<file path="src/rtl/fpc_pkg.sv">
package fpc_pkg;

    typedef enum logic [1:0] {
        FUNC_I2H = 2'd0,
        FUNC_H2I = 2'd1,
        FUNC_F2H = 2'd2,
        FUNC_H2F = 2'd3
    } func_t;

    localparam logic [31:0] HalfMaxInt    = 32'd65504;
    localparam logic [4:0]  HalfBias      = 5'd15;
    localparam logic [4:0]  HalfExpAll    = 5'd31;
    localparam logic [7:0]  FloatExpAll   = 8'd255;
    localparam logic [7:0]  RebiasDelta   = 8'd112;   // 127 - 15
    localparam logic [30:0] FloatHalfMax  = 31'h477F_E000;
    localparam logic [15:0] HalfNanCode   = 16'hFFFE;
    localparam logic [31:0] IntMaxCode    = 32'h7FFF_FFFF;
    localparam logic [31:0] IntMinCode    = 32'h8000_0000;

    // Operand classification, worked out once in the first stage.
    typedef struct packed {
        logic int_neg;
        logic int_zero;
        logic int_ovf;
        logic h_small;   // half exponent below the bias
        logic h_max;     // half exponent all ones
        logic h_expz;    // half exponent zero
        logic h_fracz;   // half fraction zero
        logic f_nan;
        logic f_ovf;
        logic f_unf;
    } cls_t;

    typedef struct packed {
        func_t       func;
        logic [31:0] op;
        cls_t        cls;
        logic [15:0] mag;
    } p1_t;

    typedef struct packed {
        func_t       func;
        logic [31:0] op;
        cls_t        cls;
        logic [25:0] src;
        logic [3:0]  sh;
        logic [3:0]  lz;
    } p2_t;

    typedef struct packed {
        func_t       func;
        logic [31:0] op;
        cls_t        cls;
        logic [25:0] shifted;
        logic [3:0]  lz;
    } p3_t;

    function automatic logic [3:0] lzc16(input logic [15:0] v);
        logic [3:0] lz;
        lz = 4'd0;
        for (int i = 0; i < 16; i++) begin
            if (v[i]) begin
                lz = 4'(15 - i);
            end
        end
        return lz;
    endfunction

endpackage

</file>
<file path="src/rtl/fpc_decode.sv">
module fpc_decode (
    input  logic         aclk,
    input  logic         aresetn,
    input  logic         in_valid,
    output logic         in_ready,
    input  logic [1:0]   in_func,
    input  logic [31:0]  in_op,
    output logic         out_valid,
    input  logic         out_ready,
    output fpc_pkg::p1_t out_data
);
    import fpc_pkg::*;

    logic        valid_reg;
    p1_t         data_reg;
    p1_t         data_next;
    logic [31:0] mag32;
    logic [4:0]  hexp;
    logic [7:0]  fexp;

    assign in_ready  = !valid_reg || out_ready;
    assign out_valid = valid_reg;
    assign out_data  = data_reg;

    always_comb begin
        hexp  = in_op[14:10];
        fexp  = in_op[30:23];
        mag32 = in_op[31] ? (32'd0 - in_op) : in_op;

        data_next.func = func_t'(in_func);
        data_next.op   = in_op;
        data_next.mag  = mag32[15:0];

        data_next.cls.int_neg  = in_op[31];
        data_next.cls.int_zero = (in_op == 32'd0);
        data_next.cls.int_ovf  = (mag32 > HalfMaxInt);
        data_next.cls.h_small  = (hexp < HalfBias);
        data_next.cls.h_max    = (hexp == HalfExpAll);
        data_next.cls.h_expz   = (hexp == 5'd0);
        data_next.cls.h_fracz  = (in_op[9:0] == 10'd0);
        data_next.cls.f_nan    = (fexp == FloatExpAll) && (in_op[22:0] != 23'd0);
        data_next.cls.f_ovf    = (in_op[30:0] > FloatHalfMax);
        data_next.cls.f_unf    = (fexp <= RebiasDelta);
    end

    always_ff @(posedge aclk) begin
        if (!aresetn) begin
            valid_reg <= 1'b0;
        end else if (in_ready) begin
            valid_reg <= in_valid;
        end
    end

    always_ff @(posedge aclk) begin
        if (in_ready && in_valid) begin
            data_reg <= data_next;
        end
    end

endmodule

</file>
<file path="src/rtl/fpc_norm.sv">
module fpc_norm (
    input  logic         aclk,
    input  logic         aresetn,
    input  logic         in_valid,
    output logic         in_ready,
    input  fpc_pkg::p1_t in_data,
    output logic         out_valid,
    input  logic         out_ready,
    output fpc_pkg::p3_t out_data
);
    import fpc_pkg::*;

    logic        v2_reg;
    logic        v3_reg;
    p2_t         p2_reg;
    p2_t         p2_next;
    p3_t         p3_reg;
    p3_t         p3_next;
    logic        ready3;
    logic [15:0] lz_vec;
    logic [4:0]  h_sh;

    assign ready3    = !v3_reg || out_ready;
    assign in_ready  = !v2_reg || ready3;
    assign out_valid = v3_reg;
    assign out_data  = p3_reg;

    // Leading-one count and shift amount. Integer sources normalize their
    // magnitude; subnormal halves normalize their fraction; half to integer
    // shifts the significand left by the unbiased exponent.
    always_comb begin
        lz_vec = (in_data.func == FUNC_I2H) ? in_data.mag : {in_data.op[9:0], 6'd0};
        h_sh   = in_data.op[14:10] - HalfBias;

        p2_next.func = in_data.func;
        p2_next.op   = in_data.op;
        p2_next.cls  = in_data.cls;
        p2_next.lz   = lzc16(lz_vec);
        if (in_data.func == FUNC_H2I) begin
            p2_next.src = {15'd0, 1'b1, in_data.op[9:0]};
            p2_next.sh  = h_sh[3:0];
        end else begin
            p2_next.src = {10'd0, lz_vec};
            p2_next.sh  = p2_next.lz;
        end
    end

    always_comb begin
        p3_next.func    = p2_reg.func;
        p3_next.op      = p2_reg.op;
        p3_next.cls     = p2_reg.cls;
        p3_next.lz      = p2_reg.lz;
        p3_next.shifted = p2_reg.src << p2_reg.sh;
    end

    always_ff @(posedge aclk) begin
        if (!aresetn) begin
            v2_reg <= 1'b0;
            v3_reg <= 1'b0;
        end else begin
            if (in_ready) begin
                v2_reg <= in_valid;
            end
            if (ready3) begin
                v3_reg <= v2_reg;
            end
        end
    end

    always_ff @(posedge aclk) begin
        if (in_ready && in_valid) begin
            p2_reg <= p2_next;
        end
        if (ready3 && v2_reg) begin
            p3_reg <= p3_next;
        end
    end

endmodule

</file>
<file path="src/rtl/fpc_pack.sv">
module fpc_pack (
    input  logic         aclk,
    input  logic         aresetn,
    input  logic         in_valid,
    output logic         in_ready,
    input  fpc_pkg::p3_t in_data,
    output logic         out_valid,
    input  logic         out_ready,
    output logic [31:0]  out_bits
);
    import fpc_pkg::*;

    logic        valid_reg;
    logic [31:0] bits_reg;
    logic [31:0] bits_next;
    logic [15:0] norm;
    logic [31:0] ival;
    logic        s16;
    logic [7:0]  fexp_sub;
    logic [7:0]  hexp_add;

    assign in_ready  = !valid_reg || out_ready;
    assign out_valid = valid_reg;
    assign out_bits  = bits_reg;

    always_comb begin
        norm     = in_data.shifted[15:0];
        ival     = {16'd0, in_data.shifted[25:10]};
        s16      = in_data.op[15];
        fexp_sub = in_data.op[30:23] - RebiasDelta;
        hexp_add = {3'd0, in_data.op[14:10]} + RebiasDelta;
        bits_next = 32'd0;
        unique case (in_data.func)
            FUNC_I2H: begin
                if (in_data.cls.int_zero) begin
                    bits_next = 32'd0;
                end else if (in_data.cls.int_ovf) begin
                    bits_next = {16'd0, in_data.cls.int_neg, HalfExpAll, 10'd0};
                end else begin
                    bits_next = {16'd0, in_data.cls.int_neg,
                                 5'(5'd30 - {1'b0, in_data.lz}), norm[14:5]};
                end
            end
            FUNC_H2I: begin
                if (in_data.cls.h_max) begin
                    bits_next = (in_data.cls.h_fracz && !s16) ? IntMaxCode : IntMinCode;
                end else if (in_data.cls.h_small) begin
                    bits_next = 32'd0;
                end else begin
                    bits_next = s16 ? (32'd0 - ival) : ival;
                end
            end
            FUNC_F2H: begin
                if (in_data.cls.f_nan) begin
                    bits_next = {16'd0, HalfNanCode};
                end else if (in_data.cls.f_ovf) begin
                    bits_next = {16'd0, in_data.op[31], HalfExpAll, 10'd0};
                end else if (in_data.cls.f_unf) begin
                    bits_next = 32'd0;
                end else begin
                    bits_next = {16'd0, in_data.op[31], fexp_sub[4:0], in_data.op[22:13]};
                end
            end
            FUNC_H2F: begin
                if (in_data.cls.h_max) begin
                    bits_next = {s16, FloatExpAll, in_data.op[9:0], 13'd0};
                end else if (in_data.cls.h_expz) begin
                    if (in_data.cls.h_fracz) begin
                        bits_next = {s16, 31'd0};
                    end else begin
                        // Subnormal half: leading one of the fraction sets the exponent.
                        bits_next = {s16, 8'(RebiasDelta - {4'd0, in_data.lz}),
                                     norm[14:6], 14'd0};
                    end
                end else begin
                    bits_next = {s16, hexp_add, in_data.op[9:0], 13'd0};
                end
            end
            default: begin
                bits_next = 32'd0;
            end
        endcase
    end

    always_ff @(posedge aclk) begin
        if (!aresetn) begin
            valid_reg <= 1'b0;
        end else if (in_ready) begin
            valid_reg <= in_valid;
        end
    end

    always_ff @(posedge aclk) begin
        if (in_ready && in_valid) begin
            bits_reg <= bits_next;
        end
    end

endmodule

</file>
<file path="src/rtl/half_precision_format_converter.sv">
// Binary16 format converter, truncating toward zero. Each transfer on the
// input carries one operand in s_tdata and an operation code in s_tuser
// (0 int32 to half, 1 half to int32, 2 float32 to half, 3 half to float32).
// Each operand produces exactly one result transfer. Half results sit in the
// low 16 bits and the upper bits are zero. The block is a four-stage
// pipeline: classify and negate, leading-one count, barrel shift, then pack
// into the output register. An accepted operand moves through these stage
// registers in order before its result is shown on m_tdata. One operand is
// accepted every cycle while m_tready is high. A stall on the output backs
// up through the stage registers without losing any transfer.
module half_precision_format_converter (
    input  logic        aclk,
    input  logic        aresetn,
    input  logic        s_tvalid,
    output logic        s_tready,
    input  logic [31:0] s_tdata,   // [31:0] operand_bits
    input  logic [1:0]  s_tuser,   // [1:0] func
    output logic        m_tvalid,
    input  logic        m_tready,
    output logic [31:0] m_tdata    // [31:0] result_bits
);
    import fpc_pkg::*;

    logic v1;
    logic r1;
    p1_t  d1;
    logic v3;
    logic r3;
    p3_t  d3;

    fpc_decode u_decode (
        .aclk      (aclk),
        .aresetn   (aresetn),
        .in_valid  (s_tvalid),
        .in_ready  (s_tready),
        .in_func   (s_tuser),
        .in_op     (s_tdata),
        .out_valid (v1),
        .out_ready (r1),
        .out_data  (d1)
    );

    fpc_norm u_norm (
        .aclk      (aclk),
        .aresetn   (aresetn),
        .in_valid  (v1),
        .in_ready  (r1),
        .in_data   (d1),
        .out_valid (v3),
        .out_ready (r3),
        .out_data  (d3)
    );

    fpc_pack u_pack (
        .aclk      (aclk),
        .aresetn   (aresetn),
        .in_valid  (v3),
        .in_ready  (r3),
        .in_data   (d3),
        .out_valid (m_tvalid),
        .out_ready (m_tready),
        .out_bits  (m_tdata)
    );

endmodule

</file>
<file path="config.mk">
export PLATFORM = sky130hd
export DESIGN_NAME = half_precision_format_converter
export DESIGN_NICKNAME = d
export VERILOG_FILES = /design/src/rtl/fpc_pkg.sv /design/src/rtl/fpc_decode.sv /design/src/rtl/fpc_norm.sv /design/src/rtl/fpc_pack.sv /design/src/rtl/half_precision_format_converter.sv
export SDC_FILE = /design/constraint.sdc
export NUM_CORES = 1
export LEC_CHECK = 0
export BUFFER_PORTS_ARGS = -buffer_cell sky130_fd_sc_hd__buf_2
export CORE_MARGIN = 4
export CORE_UTILIZATION = 50
export CTS_CLUSTER_SIZE = 25
export DETAILED_ROUTE_END_ITERATION = 16
export GPL_TIMING_DRIVEN = 0
export HOLD_SLACK_MARGIN = 0.1
export MAX_ROUTING_LAYER = met4
export PLACE_DENSITY = 0.67
export SETUP_SLACK_MARGIN = 0.3
export SYNTH_ARGS = -nofsm -noshare
export SYNTH_HDL_FRONTEND = slang
export SYNTH_SLANG_ARGS = --single-unit
</file>
<file path="constraint.sdc">
create_clock -name aclk -period 16.04 [get_ports aclk]
set_input_delay 0.802 -clock aclk [delete_from_list [all_inputs] [get_ports aclk]]
set_output_delay 0.802 -clock aclk [all_outputs]
set_load 0.01 [all_outputs]
</file>
==> metrics.yaml <==
timing.critical_path.slowest_stage_cell: "sky130_fd_sc_hd__or4_1"
finalSetupViolCount: 0
design.core.area_um2: 20170
critical_path.cell_chain: "inv_1, ha_1, or3b_2, or4_1, nor4_2, nor3b_1, o21ai_1, o21ai_0"
max_clock_buf_depth: 3
pwr_density_cell_nw_per_um2: 106.6
place_congestion: 0.9430
pre_cts_ws_ns: 12.54
utilization_after_layout_pct: 58.46
reg2regPathDepth: 8
synth_area_leaders: "sky130_fd_sc_hd__edfxtp_1 63%, sky130_fd_sc_hd__o21ai_0 3.4%, sky130_fd_sc_hd__nor2_1 2.6%"
worst_slew_pin_slew_ns: 1.233
area.growth.synth_to_final_pct: 15.15
fin_hold_ws_ns: 0.4128
rsz0062_at_grt: "false"
initial_utilization_pct: 50.77
grt_use_total_pct: 21.26
fin_setup_tns_ns: 0
clkTransAtPathRegs_ns: 0.06
synth-warning-count: 0
num_io_pins: 72
clock_tree_from_tritoncts: "built"
clock_sink_count: 219
layout_common_cells: "215 x sky130_fd_sc_hd__edfxtp_1, 72 x sky130_fd_sc_hd__buf_2, 72 x sky130_fd_sc_hd__nor2_1"
detailed_place.area_um2: 11070
cts_setup_buffers: 0
critical_path_data_required_time_ns: 16.22
crit_type: "register to register"
slew_viol_final: 0
drive_above_1_share_pct: 14.80
global_route.overflow_total: 0
number_of_stages_on_the_worst_hold_path: 0
final_common_cell: "sky130_fd_sc_hd__edfxtp_1"
holdCritPathClass: "register to register"
die_width_um: 151.1
die-area_um2: 22830
reg2reg_from: "u_norm.out_data[14]$_DFFE_PP_"
maxUsedRoutingLayer: "met4"
totalWireLength_um: 23280
grt_pass1_wl_um: 36650
worstSetupEndpoint: "u_pack.out_bits[26]$_SDFFCE_PP0P_"
largest_reg_flops: 65
maximum_number_of_pins_on_one_net_before_global_route_repair: 36
ir_worst_vdd_mv: 0.06358
firstDrtPassIters: 6
slew-limit-headroom_pct: 17.17
diodes: 0
routed-wl-met3_um: 1010
wl_met2_um: 10820
synth_nets: 873
cp-startpoint: "u_norm.out_data[14]$_DFFE_PP_"
leakagePower_nw: 4.170
place_inst: 1175
hold_viol_final: 0
routed-via-count: 6941
design_power_total_mw: 1.257
route.detailed.drc: 0
syn-instance-count: 830
synth_cell_types: 67
drv_cap: 0
cts_max_level: 1
placementRows: 52
synthesis.area_um2: 10240
postLayoutSetupSlackWorst_ns: 12.82
cp.arrival_ns: 3.41
wirelength_met1_um: 10520
setup.reg_to_reg.worst_slack_ns: 12.82
layout.nets: 973
antenna_violating_nets_post_route: 0
crit_path_max_incr_delay_ns: 0.58
vias_per_cell: 5.708
synthFlopType: "sky130_fd_sc_hd__edfxtp_1"
postSynthAreaPerCell_um2: 12.34
final_period_minus_worst_setup_slack_ns: 3.224
ctsHoldBuffers: 0
regToRegEndpoint: "u_pack.out_bits[26]$_SDFFCE_PP0P_"
numPortBuffers: 70
detail_route.iter0.violations: 485
antenna_found_initial: 0
clkLatencyLatePin_ns: 0.51
synth_top_area_share_pct: 63.05
stdcell_count: 1216
first_global_vias: 6783
outcome: "complete, no violations"
synth.ff_latch_count: 219
cts_inserted_buffers: 23
place.detailed.hpwl_um: 17440
timing.clock.skew_ns: 0.009167
synth.yosys.seq_area_share_pct: 63.83
asyncSetResetFlopFracSynth_pct: 0
max_freq_ghz: 0.3102
post_synth_edffs: 215
timing.final.crit_share_pct: 20.10
detail_route.wl_per_cell_um: 19.14
cts-resized-gates: 0
timing.critical_path.to_type: "register"
die_h_um: 151.1
crit_path_max_fanout: 7
synthDominantAreaCellType: "sky130_fd_sc_hd__edfxtp_1"
cts_root_buffer: "sky130_fd_sc_hd__clkbuf_16"
critPathLaunchType: "register"
fin_area_um2: 11790
cell type report:
type / count / area [um^2]
sequential: 219 / 6536
inverter: 29 / 108.9
tap: 270 / 337.8
buffer: 37 / 148.9
clock buffer: 33 / 623.1
multi-input combinational: 545 / 3482
timing repair buffer: 75 / 460.4
clock inverter: 8 / 93.84
fill: 1683 / 8378
cells in the mapped netlist (5+ instances only):
| cell type | count |
|---|---|
| sky130_fd_sc_hd__o211ai_1 | 10 |
| sky130_fd_sc_hd__nor4_1 | 5 |
| sky130_fd_sc_hd__nor2b_1 | 13 |
| sky130_fd_sc_hd__edfxtp_1 | 215 |
| sky130_fd_sc_hd__mux2_2 | 7 |
| sky130_fd_sc_hd__and2_1 | 5 |
| sky130_fd_sc_hd__a22o_1 | 7 |
| sky130_fd_sc_hd__o31ai_1 | 11 |
| sky130_fd_sc_hd__o41ai_1 | 5 |
| sky130_fd_sc_hd__ha_1 | 5 |
| sky130_fd_sc_hd__nand2b_1 | 6 |
| sky130_fd_sc_hd__mux2i_1 | 26 |
| sky130_fd_sc_hd__o21ai_0 | 69 |
| sky130_fd_sc_hd__nor3_1 | 23 |
| sky130_fd_sc_hd__o31a_1 | 6 |
| sky130_fd_sc_hd__o22ai_1 | 8 |
| sky130_fd_sc_hd__inv_1 | 27 |
| sky130_fd_sc_hd__clkbuf_1 | 30 |
| sky130_fd_sc_hd__xnor2_1 | 21 |
| sky130_fd_sc_hd__nor2_1 | 72 |
| sky130_fd_sc_hd__a221o_1 | 7 |
| sky130_fd_sc_hd__a31oi_1 | 7 |
| sky130_fd_sc_hd__nand4_1 | 9 |
| sky130_fd_sc_hd__nand2_1 | 63 |
| sky130_fd_sc_hd__a21oi_1 | 51 |
| sky130_fd_sc_hd__nand3_1 | 10 |
| sky130_fd_sc_hd__or4_1 | 9 |
| sky130_fd_sc_hd__xor2_1 | 14 |
| sky130_fd_sc_hd__and3_1 | 5 |
| sky130_fd_sc_hd__nor3b_1 | 5 |
cell families (layout without fill, tap and decap cells):
logic type	count (synthesis)	count (layout)	synth area share, %
AO/OA/AOI/OAI	214	214	13.16
XOR/XNOR	35	35	2.994
adder cells (fa/ha/maj)	5	5	0.6109
buffers and inverters	66	182	2.517
flip-flops	219	219	63.83
multiplexers	37	37	4.191
AND/OR/NAND/NOR	254	254	12.70
how the worst min path moves through the flow:
stage / start / end / slack [ns]
after floorplan: u_norm.p2_reg[0]$_DFFE_PP_ / u_norm.out_data[0]$_DFFE_PP_ / 0.40
after CTS: u_decode.out_data[53]$_DFFE_PP_ / u_norm.p2_reg[71]$_DFFE_PP_ / 0.41
after global routing: u_norm.p2_reg[36]$_DFFE_PP_ / u_norm.out_data[32]$_DFFE_PP_ / 0.42
final: u_norm.p2_reg[36]$_DFFE_PP_ / u_norm.out_data[32]$_DFFE_PP_ / 0.41
after global placement: u_decode.out_data[47]$_DFFE_PP_ / u_norm.p2_reg[65]$_DFFE_PP_ / 0.40
after detailed placement: u_norm.p2_reg[36]$_DFFE_PP_ / u_norm.out_data[32]$_DFFE_PP_ / 0.40
layer usage:
layer  GRT usage, %  vias up
met2          33.60      217
met3          2.274       62
li1               -     3376
met5              -        -
met4          8.749        0
met1          28.41     3286
power breakdown:
| part | switching (mW) | internal [mW] | leakage, nW | total [mW] |
|---|---|---|---|---|
| Clock | 0.201 | 0.302 | 0.345 | 0.503 |
| Sequential | 0.0166 | 0.654 | 2.11 | 0.670 |
| Combinational | 0.0524 | 0.0322 | 1.72 | 0.0847 |
critical path: cells and delay by family, from the launching register on:
family | cells | cell delay (ns)
adders and majority gates | 1 | 0.17
DFF | 1 | 0.50
AOI/OAI and AO/OA | 2 | 0.74
buffers and inverters | 1 | 0.12
and+or+nand+nor | 4 | 1.38
(Power assumes the default switching activity.)
